File: src/design/assert_macros.svh
// Assertion macros shared by the control chart rule checker RTL.
// Depends on nothing; included by the files that carry assertions.
`ifndef ASSERT_MACROS_SVH
`define ASSERT_MACROS_SVH

// Clocked property, disabled while reset is asserted.
`define CCRC_ASSERT(lbl, clk, rst_n, prop) \
    lbl: assert property (@(posedge clk) disable iff (!rst_n) prop) \
        else $error("%m: check failed");

// Clocked property with a caller-supplied message.
`define CCRC_ASSERT_MSG(lbl, clk, rst_n, prop, msg) \
    lbl: assert property (@(posedge clk) disable iff (!rst_n) prop) \
        else $error(msg);

`endif

File: src/design/ccrc_pkg.sv
// Package for the control chart rule checker: widths, codes, run limits, types.
// Depends on nothing; used by every other file of the block but assert_macros.svh.
`timescale 1ns / 1ps

package ccrc_pkg;

    // Default widths and fixed field widths
    localparam int SAMPLE_WIDTH_DEF   = 16;
    localparam int POSITION_WIDTH_DEF = 16;
    localparam int MEAN_WIDTH         = 16;
    localparam int SIGMA_WIDTH        = 15;
    localparam int CFG_DATA_WIDTH     = 16;
    localparam int CFG_INDEX_WIDTH    = 1;

    // Configuration register indexes
    typedef enum logic [CFG_INDEX_WIDTH-1:0] {
        CFG_MEAN_LEVEL = 1'b0,
        CFG_SIGMA      = 1'b1
    } cfg_index_e;

    // Position of a sample relative to one band
    typedef enum logic [1:0] {
        BAND_IN    = 2'd0,
        BAND_ABOVE = 2'd1,
        BAND_BELOW = 2'd2
    } band_e;

    typedef struct packed {
        band_e band3;
        band_e band2;
        band_e band1;
        logic  within_one;
        logic  above_mean;
        logic  below_mean;
    } band_info_t;

    typedef struct packed {
        logic beyond_three_sigma;
        logic nine_same_side;
        logic six_trend;
        logic fourteen_alternating;
        logic two_of_three_beyond_two;
        logic four_of_five_beyond_one;
        logic fifteen_within_one;
        logic eight_outside_both_sides;
    } rule_flags_t;

    // Run limits and majority count; every run saturates at its limit
    localparam logic signed [4:0] SIDE_RUN_MAX    = 5'sd9;
    localparam logic signed [3:0] TREND_RUN_MAX   = 4'sd6;
    localparam logic [3:0]        ALT_RUN_MAX     = 4'd14;
    localparam logic [3:0]        WITHIN_RUN_MAX  = 4'd15;
    localparam logic [3:0]        OUTSIDE_RUN_MAX = 4'd8;
    localparam logic [2:0]        MAJORITY_COUNT  = 3'd4;

endpackage

File: src/design/ccrc_ifs.sv
// Handshake interfaces of the control chart rule checker: samples, results, config.
// Depends on ccrc_pkg for default widths and config field widths.
`timescale 1ns / 1ps

interface ccrc_sample_if #(
    parameter int SAMPLE_WIDTH = ccrc_pkg::SAMPLE_WIDTH_DEF
);
    logic                           valid;
    logic                           ready;
    logic signed [SAMPLE_WIDTH-1:0] sample;
    logic                           start_series;

    modport source (output valid, sample, start_series, input ready);
    modport sink   (input valid, sample, start_series, output ready);
endinterface

interface ccrc_result_if #(
    parameter int POSITION_WIDTH = ccrc_pkg::POSITION_WIDTH_DEF
);
    logic                      valid;
    logic                      ready;
    logic [POSITION_WIDTH-1:0] position;
    logic                      beyond_three_sigma;
    logic                      nine_same_side;
    logic                      six_trend;
    logic                      fourteen_alternating;
    logic                      two_of_three_beyond_two;
    logic                      four_of_five_beyond_one;
    logic                      fifteen_within_one;
    logic                      eight_outside_both_sides;

    modport source (output valid, position, beyond_three_sigma, nine_same_side, six_trend,
                    fourteen_alternating, two_of_three_beyond_two,
                    four_of_five_beyond_one, fifteen_within_one,
                    eight_outside_both_sides, input ready);
    modport sink   (input valid, position, beyond_three_sigma, nine_same_side, six_trend,
                    fourteen_alternating, two_of_three_beyond_two,
                    four_of_five_beyond_one, fifteen_within_one,
                    eight_outside_both_sides, output ready);
endinterface

interface ccrc_cfg_if;
    logic                                 valid;
    logic                                 ready;
    logic [ccrc_pkg::CFG_INDEX_WIDTH-1:0] index;
    logic [ccrc_pkg::CFG_DATA_WIDTH-1:0]  data;

    modport source (output valid, index, data, input ready);
    modport sink   (input valid, index, data, output ready);
endinterface

File: src/design/ccrc_cfg_regs.sv
// Configuration registers: centre line and sigma, written over the config channel.
// Depends on ccrc_pkg and ccrc_ifs.
`timescale 1ns / 1ps

module ccrc_cfg_regs (
    input  logic                                    clk,
    input  logic                                    rst_n,
    ccrc_cfg_if.sink                                cfg,
    output logic signed [ccrc_pkg::MEAN_WIDTH-1:0]  mean_level,
    output logic [ccrc_pkg::SIGMA_WIDTH-1:0]        sigma
);

    logic signed [ccrc_pkg::MEAN_WIDTH-1:0] mean_reg, mean_next;
    logic [ccrc_pkg::SIGMA_WIDTH-1:0]       sigma_reg, sigma_next;

    // Writes are always accepted: ready is held high
    assign cfg.ready = 1'b1;

    // Register write decode
    always_comb
    begin
        mean_next  = mean_reg;
        sigma_next = sigma_reg;
        if (cfg.valid)
        begin
            case (ccrc_pkg::cfg_index_e'(cfg.index))
                ccrc_pkg::CFG_MEAN_LEVEL: mean_next  = cfg.data[ccrc_pkg::MEAN_WIDTH-1:0];
                ccrc_pkg::CFG_SIGMA:      sigma_next = cfg.data[ccrc_pkg::SIGMA_WIDTH-1:0];
                default:                  ;
            endcase
        end
    end

    always_ff @(posedge clk or negedge rst_n)
    begin
        if (!rst_n)
        begin
            mean_reg  <= '0;
            sigma_reg <= '0;
        end
        else
        begin
            mean_reg  <= mean_next;
            sigma_reg <= sigma_next;
        end
    end

    assign mean_level = mean_reg;
    assign sigma      = sigma_reg;

endmodule

File: src/design/ccrc_band_class.sv
// Band classifier: places a sample against the mean and the 1, 2, 3 sigma bands.
// Depends on ccrc_pkg.
`timescale 1ns / 1ps

module ccrc_band_class #(
    parameter int SAMPLE_WIDTH = ccrc_pkg::SAMPLE_WIDTH_DEF
) (
    input  logic signed [SAMPLE_WIDTH-1:0]          sample,
    input  logic signed [ccrc_pkg::MEAN_WIDTH-1:0]  mean_level,
    input  logic [ccrc_pkg::SIGMA_WIDTH-1:0]        sigma,
    output ccrc_pkg::band_info_t                    info
);

    // Wide enough for the sample and for mean +/- 3 sigma without wrapping
    localparam int CMP_W = ((SAMPLE_WIDTH > 19) ? SAMPLE_WIDTH : 19) + 1;

    logic signed [CMP_W-1:0] s_ext, m_ext;
    logic signed [CMP_W-1:0] sig1, sig2, sig3;
    logic signed [CMP_W-1:0] hi1, hi2, hi3, lo1, lo2, lo3;

    assign s_ext = {{(CMP_W-SAMPLE_WIDTH){sample[SAMPLE_WIDTH-1]}}, sample};
    assign m_ext = {{(CMP_W-ccrc_pkg::MEAN_WIDTH){mean_level[ccrc_pkg::MEAN_WIDTH-1]}},
                    mean_level};
    assign sig1  = {{(CMP_W-ccrc_pkg::SIGMA_WIDTH){1'b0}}, sigma};
    assign sig2  = sig1 <<< 1;
    assign sig3  = sig1 + sig2;

    // Band edges
    assign hi1 = m_ext + sig1;
    assign hi2 = m_ext + sig2;
    assign hi3 = m_ext + sig3;
    assign lo1 = m_ext - sig1;
    assign lo2 = m_ext - sig2;
    assign lo3 = m_ext - sig3;

    // Strict compares: a sample on an edge counts as inside its band, but not as within one sigma
    always_comb
    begin
        info.band1 = (s_ext > hi1) ? ccrc_pkg::BAND_ABOVE :
                     (s_ext < lo1) ? ccrc_pkg::BAND_BELOW : ccrc_pkg::BAND_IN;
        info.band2 = (s_ext > hi2) ? ccrc_pkg::BAND_ABOVE :
                     (s_ext < lo2) ? ccrc_pkg::BAND_BELOW : ccrc_pkg::BAND_IN;
        info.band3 = (s_ext > hi3) ? ccrc_pkg::BAND_ABOVE :
                     (s_ext < lo3) ? ccrc_pkg::BAND_BELOW : ccrc_pkg::BAND_IN;
        info.within_one = (s_ext < hi1) && (s_ext > lo1);
        info.above_mean = (s_ext > m_ext);
        info.below_mean = (s_ext < m_ext);
    end

endmodule

File: src/design/ccrc_rule_core.sv
// Rule core: run counters and band history, rule flags and series position.
// Depends on ccrc_pkg and assert_macros.svh.
`timescale 1ns / 1ps
`include "assert_macros.svh"

module ccrc_rule_core #(
    parameter int SAMPLE_WIDTH   = ccrc_pkg::SAMPLE_WIDTH_DEF,
    parameter int POSITION_WIDTH = ccrc_pkg::POSITION_WIDTH_DEF
) (
    input  logic                           clk,
    input  logic                           rst_n,
    input  logic                           step,
    input  logic signed [SAMPLE_WIDTH-1:0] sample,
    input  logic                           start_series,
    input  ccrc_pkg::band_info_t           info,
    output ccrc_pkg::rule_flags_t          flags,
    output logic [POSITION_WIDTH-1:0]      position
);

    // History state
    logic signed [SAMPLE_WIDTH-1:0] prev_sample_reg, prev_sample_next;
    logic                           prev_valid_reg, prev_valid_next;
    logic signed [4:0]              side_run_reg, side_run_next;
    logic signed [3:0]              trend_run_reg, trend_run_next;
    logic [3:0]                     alt_run_reg, alt_run_next;
    logic                           last_up_reg, last_up_next;
    ccrc_pkg::band_e                two_hist_reg [2];
    ccrc_pkg::band_e                one_hist_reg [4];
    logic [3:0]                     within_run_reg, within_run_next;
    logic [3:0]                     outside_run_reg, outside_run_next;
    logic                           seen_above_reg, seen_above_next;
    logic                           seen_below_reg, seen_below_next;
    logic [POSITION_WIDTH-1:0]      count_reg, count_next;

    // History as seen by this sample (cleared on series start)
    logic signed [SAMPLE_WIDTH-1:0] eff_prev;
    logic                           eff_prev_valid;
    logic signed [4:0]              eff_side;
    logic signed [3:0]              eff_trend;
    logic [3:0]                     eff_alt;
    logic                           eff_last_up;
    ccrc_pkg::band_e                eff_two [2];
    ccrc_pkg::band_e                eff_one [4];
    logic [3:0]                     eff_within;
    logic [3:0]                     eff_outside;
    logic                           eff_seen_above;
    logic                           eff_seen_below;
    logic [POSITION_WIDTH-1:0]      eff_count;

    logic       move_up;
    logic [2:0] cnt_above, cnt_below;

    always_comb
    begin
        eff_prev       = start_series ? '0 : prev_sample_reg;
        eff_prev_valid = start_series ? 1'b0 : prev_valid_reg;
        eff_side       = start_series ? '0 : side_run_reg;
        eff_trend      = start_series ? '0 : trend_run_reg;
        eff_alt        = start_series ? '0 : alt_run_reg;
        eff_last_up    = start_series ? 1'b0 : last_up_reg;
        eff_within     = start_series ? '0 : within_run_reg;
        eff_outside    = start_series ? '0 : outside_run_reg;
        eff_seen_above = start_series ? 1'b0 : seen_above_reg;
        eff_seen_below = start_series ? 1'b0 : seen_below_reg;
        eff_count      = start_series ? '0 : count_reg;
        for (int i = 0; i < 2; i++)
            eff_two[i] = start_series ? ccrc_pkg::BAND_IN : two_hist_reg[i];
        for (int i = 0; i < 4; i++)
            eff_one[i] = start_series ? ccrc_pkg::BAND_IN : one_hist_reg[i];
    end

    // Same-side run, signed: positive above the mean
    always_comb
    begin
        if (info.above_mean)
            side_run_next = (eff_side > 5'sd0) ?
                ((eff_side >= ccrc_pkg::SIDE_RUN_MAX) ? ccrc_pkg::SIDE_RUN_MAX
                                                      : eff_side + 5'sd1) : 5'sd1;
        else if (info.below_mean)
            side_run_next = (eff_side < 5'sd0) ?
                ((eff_side <= -ccrc_pkg::SIDE_RUN_MAX) ? -ccrc_pkg::SIDE_RUN_MAX
                                                       : eff_side - 5'sd1) : -5'sd1;
        else
            side_run_next = 5'sd0;
    end

    // Trend and alternation runs from the move against the previous sample
    assign move_up = (sample > eff_prev);

    always_comb
    begin
        trend_run_next = 4'sd0;
        alt_run_next   = 4'd1;
        last_up_next   = eff_last_up;
        if (eff_prev_valid && (sample != eff_prev))
        begin
            if (move_up)
                trend_run_next = (eff_trend > 4'sd0) ?
                    ((eff_trend >= ccrc_pkg::TREND_RUN_MAX) ? ccrc_pkg::TREND_RUN_MAX
                                                            : eff_trend + 4'sd1) : 4'sd1;
            else
                trend_run_next = (eff_trend < 4'sd0) ?
                    ((eff_trend <= -ccrc_pkg::TREND_RUN_MAX) ? -ccrc_pkg::TREND_RUN_MAX
                                                             : eff_trend - 4'sd1) : -4'sd1;

            if (eff_alt < 4'd2)
                alt_run_next = 4'd2;
            else if (move_up != eff_last_up)
                alt_run_next = (eff_alt >= ccrc_pkg::ALT_RUN_MAX) ? ccrc_pkg::ALT_RUN_MAX
                                                                 : eff_alt + 4'd1;
            else
                alt_run_next = 4'd2;
            last_up_next = move_up;
        end
    end

    // Four of five beyond one sigma: count each side over the window
    always_comb
    begin
        cnt_above = (info.band1 == ccrc_pkg::BAND_ABOVE) ? 3'd1 : 3'd0;
        cnt_below = (info.band1 == ccrc_pkg::BAND_BELOW) ? 3'd1 : 3'd0;
        for (int i = 0; i < 4; i++)
        begin
            cnt_above = cnt_above + ((eff_one[i] == ccrc_pkg::BAND_ABOVE) ? 3'd1 : 3'd0);
            cnt_below = cnt_below + ((eff_one[i] == ccrc_pkg::BAND_BELOW) ? 3'd1 : 3'd0);
        end
    end

    // Within and outside one sigma runs
    always_comb
    begin
        within_run_next = info.within_one ?
            ((eff_within >= ccrc_pkg::WITHIN_RUN_MAX) ? ccrc_pkg::WITHIN_RUN_MAX
                                                      : eff_within + 4'd1) : 4'd0;
        if (info.band1 == ccrc_pkg::BAND_IN)
        begin
            outside_run_next = 4'd0;
            seen_above_next  = 1'b0;
            seen_below_next  = 1'b0;
        end
        else
        begin
            outside_run_next = (eff_outside >= ccrc_pkg::OUTSIDE_RUN_MAX) ?
                               ccrc_pkg::OUTSIDE_RUN_MAX : eff_outside + 4'd1;
            seen_above_next  = eff_seen_above || (info.band1 == ccrc_pkg::BAND_ABOVE);
            seen_below_next  = eff_seen_below || (info.band1 == ccrc_pkg::BAND_BELOW);
        end
    end

    // Position counter, saturating
    assign count_next       = (eff_count != '1) ? eff_count + 1'b1 : eff_count;
    assign prev_sample_next = sample;
    assign prev_valid_next  = 1'b1;

    // Rule flags
    always_comb
    begin
        flags.beyond_three_sigma       = (info.band3 != ccrc_pkg::BAND_IN);
        flags.nine_same_side           = (side_run_next == ccrc_pkg::SIDE_RUN_MAX) ||
                                         (side_run_next == -ccrc_pkg::SIDE_RUN_MAX);
        flags.six_trend                = (trend_run_next == ccrc_pkg::TREND_RUN_MAX) ||
                                         (trend_run_next == -ccrc_pkg::TREND_RUN_MAX);
        flags.fourteen_alternating     = (alt_run_next >= ccrc_pkg::ALT_RUN_MAX);
        flags.two_of_three_beyond_two  = (info.band2 != ccrc_pkg::BAND_IN) &&
                                         ((eff_two[0] == info.band2) ||
                                          (eff_two[1] == info.band2));
        flags.four_of_five_beyond_one  = (cnt_above >= ccrc_pkg::MAJORITY_COUNT) ||
                                         (cnt_below >= ccrc_pkg::MAJORITY_COUNT);
        flags.fifteen_within_one       = (within_run_next >= ccrc_pkg::WITHIN_RUN_MAX);
        flags.eight_outside_both_sides = (outside_run_next >= ccrc_pkg::OUTSIDE_RUN_MAX) &&
                                         seen_above_next && seen_below_next;
    end

    assign position = eff_count;

    // State update, one sample per step
    always_ff @(posedge clk or negedge rst_n)
    begin
        if (!rst_n)
        begin
            prev_sample_reg <= '0;
            prev_valid_reg  <= 1'b0;
            side_run_reg    <= '0;
            trend_run_reg   <= '0;
            alt_run_reg     <= '0;
            last_up_reg     <= 1'b0;
            two_hist_reg[0] <= ccrc_pkg::BAND_IN;
            two_hist_reg[1] <= ccrc_pkg::BAND_IN;
            for (int i = 0; i < 4; i++)
                one_hist_reg[i] <= ccrc_pkg::BAND_IN;
            within_run_reg  <= '0;
            outside_run_reg <= '0;
            seen_above_reg  <= 1'b0;
            seen_below_reg  <= 1'b0;
            count_reg       <= '0;
        end
        else if (step)
        begin
            prev_sample_reg <= prev_sample_next;
            prev_valid_reg  <= prev_valid_next;
            side_run_reg    <= side_run_next;
            trend_run_reg   <= trend_run_next;
            alt_run_reg     <= alt_run_next;
            last_up_reg     <= last_up_next;
            two_hist_reg[1] <= eff_two[0];
            two_hist_reg[0] <= info.band2;
            for (int i = 1; i < 4; i++)
                one_hist_reg[i] <= eff_one[i-1];
            one_hist_reg[0] <= info.band1;
            within_run_reg  <= within_run_next;
            outside_run_reg <= outside_run_next;
            seen_above_reg  <= seen_above_next;
            seen_below_reg  <= seen_below_next;
            count_reg       <= count_next;
        end
    end

    // An alternating run leaves every trend run at one move
    `CCRC_ASSERT(a_alt_excludes_trend, clk, rst_n,
        step && flags.fourteen_alternating |-> !flags.six_trend)
    // Strictly within one sigma can never also be beyond three sigma
    `CCRC_ASSERT(a_within_excludes_beyond, clk, rst_n,
        step && flags.fifteen_within_one |-> !flags.beyond_three_sigma)
    // Eight outside and fifteen within cannot both complete on one sample
    `CCRC_ASSERT_MSG(a_outside_excludes_within, clk, rst_n,
        step && flags.eight_outside_both_sides |-> !flags.fifteen_within_one,
        "rule core: outside and within runs both complete")
    // A series start always reports position zero
    `CCRC_ASSERT(a_start_position_zero, clk, rst_n,
        step && start_series |-> (position == '0))

endmodule

File: src/design/control_chart_rule_checker_unit.sv
// Accepted words go to the input stage register, results to the output stage register.
// Throughput: one word per cycle unless results stall; the core updates all run state.
// The output register lets a new word enter while a finished result waits downstream.
// Reset (rst_n low, asynchronous) clears the config registers to zero, all run history,
// the position counter and both pipeline valid flags.
// Depends on ccrc_pkg, ccrc_ifs, ccrc_cfg_regs, ccrc_band_class, ccrc_rule_core.
`timescale 1ns / 1ps
`include "assert_macros.svh"

module control_chart_rule_checker_unit #(
    parameter int SAMPLE_WIDTH   = ccrc_pkg::SAMPLE_WIDTH_DEF,
    parameter int POSITION_WIDTH = ccrc_pkg::POSITION_WIDTH_DEF
) (
    input  logic          clk,
    input  logic          rst_n,
    ccrc_sample_if.sink   samples,
    ccrc_result_if.source results,
    ccrc_cfg_if.sink      cfg
);

    // Input stage
    logic                           in_valid_reg, in_valid_next;
    logic signed [SAMPLE_WIDTH-1:0] in_sample_reg;
    logic                           in_start_reg;

    // Output stage
    logic                           out_valid_reg, out_valid_next;
    logic [POSITION_WIDTH-1:0]      out_position_reg;
    ccrc_pkg::rule_flags_t          out_flags_reg;

    logic                                   accept, advance, out_free;
    logic signed [ccrc_pkg::MEAN_WIDTH-1:0] mean_level;
    logic [ccrc_pkg::SIGMA_WIDTH-1:0]       sigma;
    ccrc_pkg::band_info_t                   info;
    ccrc_pkg::rule_flags_t                  flags;
    logic [POSITION_WIDTH-1:0]              position;

    ccrc_cfg_regs u_cfg (
        .clk        (clk),
        .rst_n      (rst_n),
        .cfg        (cfg),
        .mean_level (mean_level),
        .sigma      (sigma)
    );

    ccrc_band_class #(
        .SAMPLE_WIDTH (SAMPLE_WIDTH)
    ) u_band (
        .sample     (in_sample_reg),
        .mean_level (mean_level),
        .sigma      (sigma),
        .info       (info)
    );

    ccrc_rule_core #(
        .SAMPLE_WIDTH   (SAMPLE_WIDTH),
        .POSITION_WIDTH (POSITION_WIDTH)
    ) u_core (
        .clk          (clk),
        .rst_n        (rst_n),
        .step         (advance),
        .sample       (in_sample_reg),
        .start_series (in_start_reg),
        .info         (info),
        .flags        (flags),
        .position     (position)
    );

    // Handshake: the held word moves on when the output register is free
    assign out_free      = !out_valid_reg || results.ready;
    assign advance       = in_valid_reg && out_free;
    assign samples.ready = !in_valid_reg || advance;
    assign accept        = samples.valid && samples.ready;

    assign in_valid_next  = accept ? 1'b1 : (advance ? 1'b0 : in_valid_reg);
    assign out_valid_next = advance ? 1'b1 : (results.ready ? 1'b0 : out_valid_reg);

    // Valid flags
    always_ff @(posedge clk or negedge rst_n)
    begin
        if (!rst_n)
        begin
            in_valid_reg  <= 1'b0;
            out_valid_reg <= 1'b0;
        end
        else
        begin
            in_valid_reg  <= in_valid_next;
            out_valid_reg <= out_valid_next;
        end
    end

    // Payload registers
    always_ff @(posedge clk)
    begin
        if (accept)
        begin
            in_sample_reg <= samples.sample;
            in_start_reg  <= samples.start_series;
        end
        if (advance)
        begin
            out_position_reg <= position;
            out_flags_reg    <= flags;
        end
    end

    // Result word
    assign results.valid                    = out_valid_reg;
    assign results.position                 = out_position_reg;
    assign results.beyond_three_sigma       = out_flags_reg.beyond_three_sigma;
    assign results.nine_same_side           = out_flags_reg.nine_same_side;
    assign results.six_trend                = out_flags_reg.six_trend;
    assign results.fourteen_alternating     = out_flags_reg.fourteen_alternating;
    assign results.two_of_three_beyond_two  = out_flags_reg.two_of_three_beyond_two;
    assign results.four_of_five_beyond_one  = out_flags_reg.four_of_five_beyond_one;
    assign results.fifteen_within_one       = out_flags_reg.fifteen_within_one;
    assign results.eight_outside_both_sides = out_flags_reg.eight_outside_both_sides;

    // A word that leaves the input stage is offered on the result side next cycle
    `CCRC_ASSERT(a_advance_fills_output, clk, rst_n, advance |=> results.valid)

endmodule
File: src/flat_wrapper.sv
// flat-port wrapper written by rule: the top's interface ports become plain ports
module control_chart_rule_checker_unit_flat 
#(
    parameter int SAMPLE_WIDTH   = ccrc_pkg::SAMPLE_WIDTH_DEF,
    parameter int POSITION_WIDTH = ccrc_pkg::POSITION_WIDTH_DEF
)
  (clk, rst_n, samples_valid, samples_sample, samples_start_series, samples_ready, results_valid, results_position, results_beyond_three_sigma, results_nine_same_side, results_six_trend, results_fourteen_alternating, results_two_of_three_beyond_two, results_four_of_five_beyond_one, results_fifteen_within_one, results_eight_outside_both_sides, results_ready, cfg_valid, cfg_index, cfg_data, cfg_ready);
  ccrc_sample_if #(.SAMPLE_WIDTH(SAMPLE_WIDTH)) samples_i ();
  ccrc_result_if #(.POSITION_WIDTH(POSITION_WIDTH)) results_i ();
  ccrc_cfg_if cfg_i ();
  input  logic clk;
  input  logic rst_n;
  input wire logic [$bits(samples_i.valid)-1:0] samples_valid;
  input wire logic [$bits(samples_i.sample)-1:0] samples_sample;
  input wire logic [$bits(samples_i.start_series)-1:0] samples_start_series;
  output wire logic [$bits(samples_i.ready)-1:0] samples_ready;
  output wire logic [$bits(results_i.valid)-1:0] results_valid;
  output wire logic [$bits(results_i.position)-1:0] results_position;
  output wire logic [$bits(results_i.beyond_three_sigma)-1:0] results_beyond_three_sigma;
  output wire logic [$bits(results_i.nine_same_side)-1:0] results_nine_same_side;
  output wire logic [$bits(results_i.six_trend)-1:0] results_six_trend;
  output wire logic [$bits(results_i.fourteen_alternating)-1:0] results_fourteen_alternating;
  output wire logic [$bits(results_i.two_of_three_beyond_two)-1:0] results_two_of_three_beyond_two;
  output wire logic [$bits(results_i.four_of_five_beyond_one)-1:0] results_four_of_five_beyond_one;
  output wire logic [$bits(results_i.fifteen_within_one)-1:0] results_fifteen_within_one;
  output wire logic [$bits(results_i.eight_outside_both_sides)-1:0] results_eight_outside_both_sides;
  input wire logic [$bits(results_i.ready)-1:0] results_ready;
  input wire logic [$bits(cfg_i.valid)-1:0] cfg_valid;
  input wire logic [$bits(cfg_i.index)-1:0] cfg_index;
  input wire logic [$bits(cfg_i.data)-1:0] cfg_data;
  output wire logic [$bits(cfg_i.ready)-1:0] cfg_ready;
  assign samples_i.valid = samples_valid;
  assign samples_i.sample = samples_sample;
  assign samples_i.start_series = samples_start_series;
  assign samples_ready = samples_i.ready;
  assign results_valid = results_i.valid;
  assign results_position = results_i.position;
  assign results_beyond_three_sigma = results_i.beyond_three_sigma;
  assign results_nine_same_side = results_i.nine_same_side;
  assign results_six_trend = results_i.six_trend;
  assign results_fourteen_alternating = results_i.fourteen_alternating;
  assign results_two_of_three_beyond_two = results_i.two_of_three_beyond_two;
  assign results_four_of_five_beyond_one = results_i.four_of_five_beyond_one;
  assign results_fifteen_within_one = results_i.fifteen_within_one;
  assign results_eight_outside_both_sides = results_i.eight_outside_both_sides;
  assign results_i.ready = results_ready;
  assign cfg_i.valid = cfg_valid;
  assign cfg_i.index = cfg_index;
  assign cfg_i.data = cfg_data;
  assign cfg_ready = cfg_i.ready;
  control_chart_rule_checker_unit #(.SAMPLE_WIDTH(SAMPLE_WIDTH), .POSITION_WIDTH(POSITION_WIDTH)) u_core (.clk(clk), .rst_n(rst_n), .samples(samples_i), .results(results_i), .cfg(cfg_i));
endmodule
File: config.mk
export PLATFORM = sky130hd
export DESIGN_NAME = control_chart_rule_checker_unit_flat
export DESIGN_NICKNAME = d
export VERILOG_FILES = /design/src/design/ccrc_pkg.sv /design/src/design/ccrc_ifs.sv /design/src/design/ccrc_cfg_regs.sv /design/src/design/ccrc_band_class.sv /design/src/design/ccrc_rule_core.sv /design/src/design/control_chart_rule_checker_unit.sv /design/src/flat_wrapper.sv
export VERILOG_INCLUDE_DIRS = /design/src /design/src/design
export SDC_FILE = /design/constraint.sdc
export NUM_CORES = 1
export LEC_CHECK = 0
export BUFFER_PORTS_ARGS = -buffer_cell sky130_fd_sc_hd__buf_2
export CAP_MARGIN = 20
export CORE_ASPECT_RATIO = 2
export CORE_MARGIN = 2
export CORE_UTILIZATION = 35
export DETAILED_ROUTE_END_ITERATION = 6
export PLACE_DENSITY = 0.52
export SYNTH_ARGS = -nofsm -noshare
export SYNTH_HDL_FRONTEND = slang
export SYNTH_SLANG_ARGS = --single-unit
File: constraint.sdc
create_clock -name clk -period 6.3 [get_ports clk]
set_input_delay 1.26 -clock clk [delete_from_list [all_inputs] [get_ports clk]]
set_output_delay 1.26 -clock clk [all_outputs]
set_load 0.05 [all_outputs]
* Yosys cells after proc, flatten, opt, wreduce, memory -nomap -nowiden
Index checks and enable logic that the tools add are counted.
** Word-level totals
- Bits in registers :: 143
- Output and inout port bits :: 27
** Operators by class
- Add/sub/neg operators :: 23
- Order comparisons :: 28
- Equality and inequality tests :: 19
- Muxes and demuxes :: 61
- Bitwise gates (word level) :: 1
- Reductions and logical operators :: 24
** Operator list (number)
- 2-to-1 mux 4 bit :: 18
- 2-to-1 mux 16 bit :: 3
- 2-to-1 mux 5 bit :: 7
- greater-than comparator 16 x 17 -> 1 bit :: 2
- < comparator 16 x 17 -> 1 bit :: 2
- greater-than comparator 16 bit :: 2
- greater-or-equal comparator 4 bit, second input constant :: 7
- 2-to-1 mux 2 bit :: 12
- 2-to-1 mux 1 bit :: 21
- adder 16 x 18 -> 19 bit :: 1
- greater-than comparator 16 x 19 -> 1 bit :: 1
- < comparator 16 x 19 -> 1 bit :: 1
- subtractor 16 x 18 -> 19 bit :: 1
- adder 16 x 17 -> 18 bit :: 1
- greater-than comparator 16 x 18 -> 1 bit :: 1
- < comparator 16 x 18 -> 1 bit :: 1
- subtractor 16 x 17 -> 18 bit :: 1
- adder 15 x 16 -> 17 bit :: 1
- adder 16 x 16 -> 17 bit :: 1
- subtractor 16 x 16 -> 17 bit :: 1
- adder 16 x 1 -> 16 bit, second input constant :: 1
- < comparator 16 bit :: 1
- != test 16 bit :: 1
- != test 16 bit, second input constant :: 1
- other kinds (30) :: 67

* Logic depth before layout (Yosys ltp)
Gate-level depths: netlist of run 1.
- Depth in word-level cells :: 12
- Depth in mapped cells :: 23
- Gate-level depth less buffers :: 23

* By module
A second synthesis of run 1 with hierarchy kept.
** Unflattened totals
- Cells, all modules :: 1666
- Area, all modules :: 14971.9 µm²
** Modules (own cells, without submodules)
- ccrc_band_class :: times used 1, cells each 1049, area each 7897.6 µm², sequential area each 0.0 µm²
- ccrc_rule_core :: times used 1, cells each 499, area each 4465.5 µm², sequential area each 1726.7 µm²
- control_chart_rule_checker_unit :: times used 1, cells each 49, area each 1335.0 µm², sequential area each 1281.2 µm²
- ccrc_cfg_regs :: times used 1, cells each 69, area each 1273.7 µm², sequential area each 775.7 µm²

* Worst setup path before layout of run 1
OpenSTA, ideal clock, no wires.
- Path kind :: register to register
- Start point :: reg u_core.u_cfg.sigma_reg, in the netlist u_core.u_cfg.sigma[1]
- End point :: reg u_core.out_flags_reg, in the netlist u_core.results.four_of_five_beyond_one (data pin)
- Arrival time :: 4.974 ns
- Slack :: 1.062 ns
- Stages on the path, launching flop included :: 23
- Path buffers :: 0
- Clock period less this slack :: 5.238 ns
- Path through :: dfrtp_1 -> inv_1 -> ha_1 -> nor2b_1 -> o21ai_0 -> a21oi_1 -> o211ai_1 -> a21oi_1 -> o41ai_2 -> or4b_1 -> o311ai_1 -> ha_1 -> nand4_1 -> nor2_1 -> o31a_1 -> nor3_1 -> mux2_2 -> nand2b_1 -> fa_1 -> inv_1 -> ha_1 -> a41oi_1 -> o22ai_1
** RTL lines
- from (decl) :: RTL line ccrc_cfg_regs.sv:14 : logic [ccrc_pkg::SIGMA_WIDTH-1:0] sigma_reg, sigma_next;
- from (signal assigned) :: RTL line ccrc_cfg_regs.sv:44 : sigma_reg <= sigma_next;
- to (signal assigned) :: RTL line control_chart_rule_checker_unit.sv:104 : out_flags_reg <= flags;
- to (decl) :: RTL line control_chart_rule_checker_unit.sv:29 : ccrc_pkg::rule_flags_t out_flags_reg;

==> flow_metrics.tcl, run 1 <==
set metrics [dict create \
    startpoint_type "flop" \
    ios 66 \
    worst-setup-path-type "reg -> reg" \
    numCtsBuffers 17 \
    r2r-end "u_core.results.four_of_five_beyond_one" \
    min_period_over_period_pct 94.6 \
    fillers 4148 \
    antenna_cells 0 \
    crit_path_end_kind "flop" \
    instances_no_fill 2241 \
    hold_depth 2 \
    cts_hold_buf 0 \
    cts_setup_buffers 0 \
    clk_pin_slew_ns 0.07 \
    clock-skew-final_ns 0.0140 \
    worstPathRequired_ns 6.49 \
    first_iter_violations 521 \
    cts-root-buf "clkbuf_16" \
    cellPowerDensity_nw_per_um2 385 \
    max_slew_margin_pct 28.5 \
    reg2reg_slack_ns 0.34 \
    r2r-start "u_core.u_cfg.sigma[1]" \
    status "completed" \
    syn_area_per_cell_um2 8.71 \
    htreeDepth 4 \
    cts.sinks 143 \
    syn_area_um2 14300 \
    worst_pin_slew_ns 1.07 \
    leakage_nw 7.30 \
    yosysUniqueCellTypes 79 \
    drt-wirelength-per-cell_um 20.0 \
    final.setup.tns_ns 0 \
    crit_fanout 6 \
    multi_input_comb_area_um2 9940 \
    grt_pass1_vias 12783 \
    wl_um 44800 \
    gp_congestion 0.898 \
    regArea_um2 3780 \
    dieArea_um2 42700 \
    grt_max_degree 57 \
    initial_core_util_pct 35.5 \
    max_freq_ghz 0.168 \
    grt_overflow 0 \
    ys_ff_latch 143 \
    synth_flop_cell "dfrtp_1" \
    synth_edf_count 41 \
    num_rows 104 \
    drive_gt1_share_pct 9.35 \
    yosysWarnings 0 \
    mostFrequentLayoutCells "ha_1, nand2_1, inv_1, dfrtp_1" \
    ant_nets 0 \
    hold_class "reg -> reg" \
    hold_start "u_core.u_core.prev_sample_reg[12]" \
    tritoncts "built" \
    final_hold_viol_count 0 \
    setup_viol 0 \
    whs_endpoint "u_core.u_core.prev_sample_reg[12]" \
    cp.arrival_ns 6.15 \
    async_reset_ff_share_pct 71.3 \
    ir_drop_v 0.000175 \
    cap_violations 0 \
    coreArea_um2 40300 \
    design_area_um2 15900 \
    ys_seq_area_share_pct 26.4 \
    syn-num-nets 1953 \
    final_common_cell "ha_1" \
    place_inst 2209 \
    hpwlAfterDp_um 35700 \
    r2r_cells 22 \
    fp.dieH_um 290 \
    slew_violations 0 \
    firstDrtPassIters 5 \
    postPlaceCellArea_um2 15300 \
    cts.path.max_buffers 2 \
    rsz0062_at_grt "false" \
    clk_latency_ns 0.45 \
    grt_pass1_wl_um 69400 \
    grt_use_total_pct 21.2 \
    antenna_found_initial 0 \
    fin_crit_ns 5.96 \
    cts_resized 0 \
    final_nets 2006 \
    portBuffers 64 \
    via_per_inst 5.40 \
    synth_cells 1645 \
    syn_to_final_growth_pct 10.8 \
    drcViolationCount 0 \
    die_x_um 147 \
    vias 12105 \
]
[cells by family (layout without fill, tap and decap cells)]
logic type | after synthesis | count (layout) | share of synthesized area [%]
AOI/OAI and AO/OA | 411 | 411 | 18.9
xor gates and xnor gates | 116 | 116 | 7.09
adders and majority gates | 269 | 269 | 24.0
buffers and inverters | 164 | 230 | 4.36
DFF | 143 | 143 | 26.4
muxes | 26 | 26 | 2.01
other | 1 | 1 | 0.0262
and+or+nand+nor | 515 | 515 | 17.3
[power by group]
| group | switching (mW) | total (mW) | internal (mW) |
|---|---|---|---|
| logic | 2.19 | 3.78 | 1.59 |
| clock network | 0.467 | 1.06 | 0.591 |
| registers | 0.173 | 1.27 | 1.10 |
| total | 2.83 | 6.11 | 3.28 |
[worst max-delay path, stage by stage, from the launching register on]
cell      delay [ns]
dfrtp_1         0.47
inv_1           0.18
ha_1            0.33
nor2b_1         0.14
o21ai_0         0.30
a21oi_1         0.22
o211ai_1        0.33
a21oi_1         0.16
o41ai_2         0.36
or4b_1          0.49
o311ai_1        0.12
ha_1            0.30
nand4_1         0.13
nor2_1          0.07
o31a_1          0.10
nor3_1          0.15
mux2_2          0.40
nand2b_1        0.23
fa_1            0.56
inv_1           0.05
ha_1            0.29
a41oi_1         0.22
o22ai_1         0.11
[cells in the mapped netlist (all sizes together) (4+ instances only)]
master   number  area (um^2)
dfrtp       102         2550
buf          14         61.3
inv         115          432
a21oi       100          500
xnor2        92          806
and2          5         31.3
o22ai         6         37.5
a211oi       10         75.1
nand2       185          694
xor2         24          210
mux2         22          248
mux2i         4         40.0
and4          4         35.0
nor2        100          378
a31oi        17          106
edfxtp       41         1230
o31ai        15          113
o2111ai       5         43.8
a221oi        5         50.0
nor3         42          215
fa            9          180
nor2b        53          332
o21ai        95          475
or4           4         30.0
or3          12         75.1
clkbuf       34          128
a311oi        4         35.0
a21o         51          383
or2           7         43.8
o31a          4         35.0
a41oi         5         51.3
a2111oi       4         41.3
nand3        29          145
nand4        25          156
o41ai        11          111
o21bai       21          158
nand2b       24          150
o21a         17          128
ha          260         3250
nor3b         7         52.6
o211ai        9         67.6
and3          6         37.5
[worst max path at each step]
| stage | endpoint | slack, ns | cells past startpoint | startpoint |
|---|---|---|---|---|
| 6_report | u_core.results.four_of_five_beyond_one | 0.34 | 22 | u_core.u_cfg.sigma[1] |
| 4_1_cts | u_core.results.beyond_three_sigma | 0.14 | 22 | u_core.u_cfg.sigma[0] |
| 3_5_place_dp | u_core.results.beyond_three_sigma | 0.14 | 22 | u_core.u_cfg.sigma[0] |
| 3_3_place_gp | u_core.results.beyond_three_sigma | 0.22 | 22 | u_core.u_cfg.sigma[1] |
| 2_1_floorplan | u_core.results.four_of_five_beyond_one | 1.06 | 22 | u_core.u_cfg.sigma[1] |
| 5_1_grt | u_core.results.four_of_five_beyond_one | 0.004 | 22 | u_core.u_cfg.sigma[1] |
[final cells by class]
type | count | share of cell area [%]
Multi-Input combinational cell | 1338 | 62.6
Sequential cell | 143 | 23.8
Tap cell | 530 | 4.18
Timing Repair Buffer | 82 | 2.88
Inverter | 116 | 2.74
Clock buffer | 18 | 2.70
Clock inverter | 14 | 1.01
[layer usage]
metal  up-vias  GRT usage (%)  share of wire [%]
met1      5830           19.4                 34
met3       104           1.59                1.5
li1       5983              -                  -
met5         -              0                  0
met2       188           42.6                 57
met4         0           14.8                7.4
[per-stage QoR]
stage,worst slack [ns],hold slack (ns),util (%),total power [mW]
after floorplan,1.06,0.442,-,4.01
after CTS,0.136,0.479,39.3,6.13
after global placement,0.225,0.458,37.8,4.96
after global routing,0.00407,0.497,39.4,6.61
after detailed placement,0.141,0.463,37.8,5.04
final,0.338,0.476,39.4,6.11
(Power assumes the default switching activity.)
==> run 2: changes to the inputs <==
--- a/config.mk
+++ b/config.mk
@@ -15,4 +15,5 @@
 export PLACE_DENSITY = 0.52
 export SYNTH_ARGS = -nofsm -noshare
 export SYNTH_HDL_FRONTEND = slang
+export SYNTH_HIERARCHICAL = 1
 export SYNTH_SLANG_ARGS = --single-unit
==> flow_metrics.tcl, run 2 <==
set metrics [dict create \
    ir_drop_v 0.000216 \
    ys_ff_latch 143 \
    cellPowerDensity_nw_per_um2 410 \
    mostFrequentLayoutCells "ha_1, nand2_1, inv_1, a21oi_1, nor2_1" \
    ios 66 \
    num_rows 107 \
    r2r-end "u_core/results.two_of_three_beyond_two" \
    instances_no_fill 2283 \
    fin_crit_ns 6.12 \
    cp.arrival_ns 6.31 \
    synth.largest_area_cell "ha_1" \
    cts.path.max_buffers 2 \
    final.setup.tns_ns 0 \
    first_iter_violations 485 \
    yosysWarnings 6 \
    worst_pin_slew_ns 1.00 \
    drive_gt1_share_pct 12.5 \
    async_reset_ff_share_pct 71.3 \
    synth_flop_cell "dfrtp_1" \
    hold_depth 1 \
    initial_core_util_pct 35.3 \
    final_nets 2033 \
    synth_edf_count 41 \
    fillers 4348 \
    wl_um 46100 \
    ant_nets 0 \
    slew_violations 0 \
    syn_area_per_cell_um2 8.99 \
    portBuffers 64 \
    coreArea_um2 42400 \
    place_inst 2250 \
    place_ws_ns 0.200 \
    ys_seq_area_share_pct 25.3 \
    highest_layer "met4" \
    clock-skew-final_ns 0.00952 \
    grt_max_degree 58 \
    grt_pass1_wl_um 71600 \
    worst-setup-path-type "reg -> reg" \
    netlist_top_cells_area "ha_1, dfrtp_1, edfxtp_1, xnor2_1, a21oi_1" \
    cap_violations 0 \
    max_slew_margin_pct 33.3 \
    via_per_inst 5.58 \
    vias 12743 \
    startpoint_type "flop" \
    crit_fanout 6 \
    rsz0062_at_grt "false" \
    dieArea_um2 44500 \
    yosysUniqueCellTypes 89 \
    seqPwrFrac_pct 19.0 \
    antenna_cells 0 \
    r2r_cells 21 \
    max_freq_ghz 0.163 \
    synth_cells 1666 \
    power.switching_mw 3.26 \
    setup_slack_ns 0.175 \
    fin_util_pct 38.9 \
    firstDrtPassIters 5 \
    multi_input_comb_area_um2 10500 \
    clockPowerShare_pct 15.4 \
    synth_top_area_share_pct 21.7 \
    p_comb_share_pct 65.6 \
    met1_length_um 15400 \
    synth.most_common_cell "ha_1" \
    regArea_um2 3780 \
    leakage_nw 7.44 \
    drcViolationCount 0 \
    hpwlAfterDp_um 36900 \
    met2_length_um 25900 \
    grt_overflow 0 \
    numCtsBuffers 17 \
    final_common_cell "ha_1" \
    yosys-top-cells-count "ha_1, nand2_1, a21oi_1" \
    dr_wl_met3_um 1230 \
    die_x_um 150 \
    min_period_over_period_pct 97.2 \
    drt-wirelength-per-cell_um 20.2 \
    clk_latency_ns 0.46 \
    r2r-start "u_core/u_cfg/sigma[1]" \
    final_hold_viol_count 0 \
    setup_viol 0 \
    hold_class "reg -> reg" \
    whs_endpoint "u_core/u_core/prev_valid_reg" \
    fp.dieH_um 296 \
    cts.sinks 143 \
    syn_area_um2 15000 \
    crit_path_end_kind "flop" \
    internal_power_mw 3.51 \
    swShare_pct 48.2 \
    antenna_found_initial 0 \
    tritoncts "built" \
    grt_pass1_vias 13471 \
    htreeDepth 4 \
    grt_use_total_pct 21.2 \
    worstPathRequired_ns 6.49 \
    clk_pin_slew_ns 0.06 \
    hold_ws_ns 0.489 \
    reg2reg_slack_ns 0.18 \
    syn-num-nets 1974 \
    hold_start "u_core/u_core/prev_valid_reg" \
    status "completed" \
    startpoint "u_core/u_cfg/sigma[1]" \
    cts-root-buf "clkbuf_16" \
    syn_to_final_growth_pct 10.3 \
    gp_congestion 0.923 \
]
[run 2: changes by cell type in the layout (fill, tap and decap cells not counted), sizes merged, moves of 13 or more]
cell / previous run / this run
nand2: 185 / 122
mux2: 22 / 56
a21oi: 100 / 118
a211oi: 10 / 27
nand3: 29 / 46
a21o: 51 / 36
xnor2: 92 / 79
[run 2: power groups by stage]
| stage | combinational, mW | sequential [mW] | clock, mW |
|---|---|---|---|
| 2_1_floorplan | 3.19 | 1.30 | 0 |
| 3_3_place_gp | 4.33 | 1.30 | 0 |
| 3_5_place_dp | 4.39 | 1.31 | 0 |
| 4_1_cts | 4.41 | 1.29 | 1.08 |
| 5_1_grt | 4.95 | 1.31 | 1.12 |
| 6_report | 4.44 | 1.29 | 1.04 |
[run 2: routing by layer]
metal,track usage [%],vias up
met5,0,-
met4,15.3,0
met3,2.47,144
met2,42.3,268
met1,19.0,6163
li1,-,6168
[run 2: worst max-delay path by stage]
stage,slack (ns),endpoint
3_5_place_dp,0.20,u_core/results.beyond_three_sigma
3_3_place_gp,0.21,u_core/results.beyond_three_sigma
5_1_grt,0.003,u_core/results.four_of_five_beyond_one
2_1_floorplan,1.04,u_core/results.four_of_five_beyond_one
6_report,0.18,u_core/results.two_of_three_beyond_two
4_1_cts,0.16,u_core/results.beyond_three_sigma
[run 2: repair_timing]
| item | 4_1_cts | 5_1_grt |
|---|---|---|
| setup buffers | 0 | 1 |
| hold buffers | 0 | 0 |
| resized for setup | 0 | 6 |
| endpoints found under the setup margin | 0 | 2 |
[run 2: logic make-up (layout without fill, tap and decap cells)]
group | after synthesis | count (layout) | share of synthesized area [%]
AO/OA/AOI/OAI | 425 | 425 | 18.8
XOR/XNOR | 110 | 110 | 6.43
adder cells (fa/ha/maj) | 269 | 269 | 22.9
buffers and inverters | 166 | 238 | 4.65
flip-flops | 143 | 143 | 25.3
multiplexers | 66 | 66 | 5.38
other | 1 | 1 | 0.0250
AND/OR/NAND/NOR | 486 | 486 | 16.5
[run 2: area by class of cell]
cell class	instances	share of cell area [%]
Clock inverter	14	0.901
Clock buffer	18	2.66
Multi-Input combinational cell	1357	63.7
Timing Repair Buffer	88	3.04
Inverter	118	2.68
Sequential cell	143	22.9
Tap cell	545	4.13
[run 2: critical path, cell delays in order, from the launching register on]
cell      delay, ns
dfrtp_1        0.49
buf_4          0.19
inv_1          0.11
ha_1           0.30
nand2b_1       0.14
a221oi_1       0.11
buf_4          0.18
o41ai_1        0.44
buf_4          0.22
o21bai_1       0.10
xnor2_1        0.16
ha_1           0.31
nand4_1        0.48
a31oi_1        0.69
a211oi_1       0.26
o311ai_0       0.46
mux2i_1        0.23
a21oi_1        0.42
xnor2_1        0.14
a22o_1         0.24
a21oi_1        0.14
nor2_1         0.06
[run 2: metrics by stage]
step | power [mW] | cell area [um^2]
CTS | 6.78 | 16500
global placement | 5.64 | 15900
global route | 7.38 | 16500
floorplan | 4.49 | 15000
finish | 6.77 | 16500
detailed placement | 5.69 | 15900
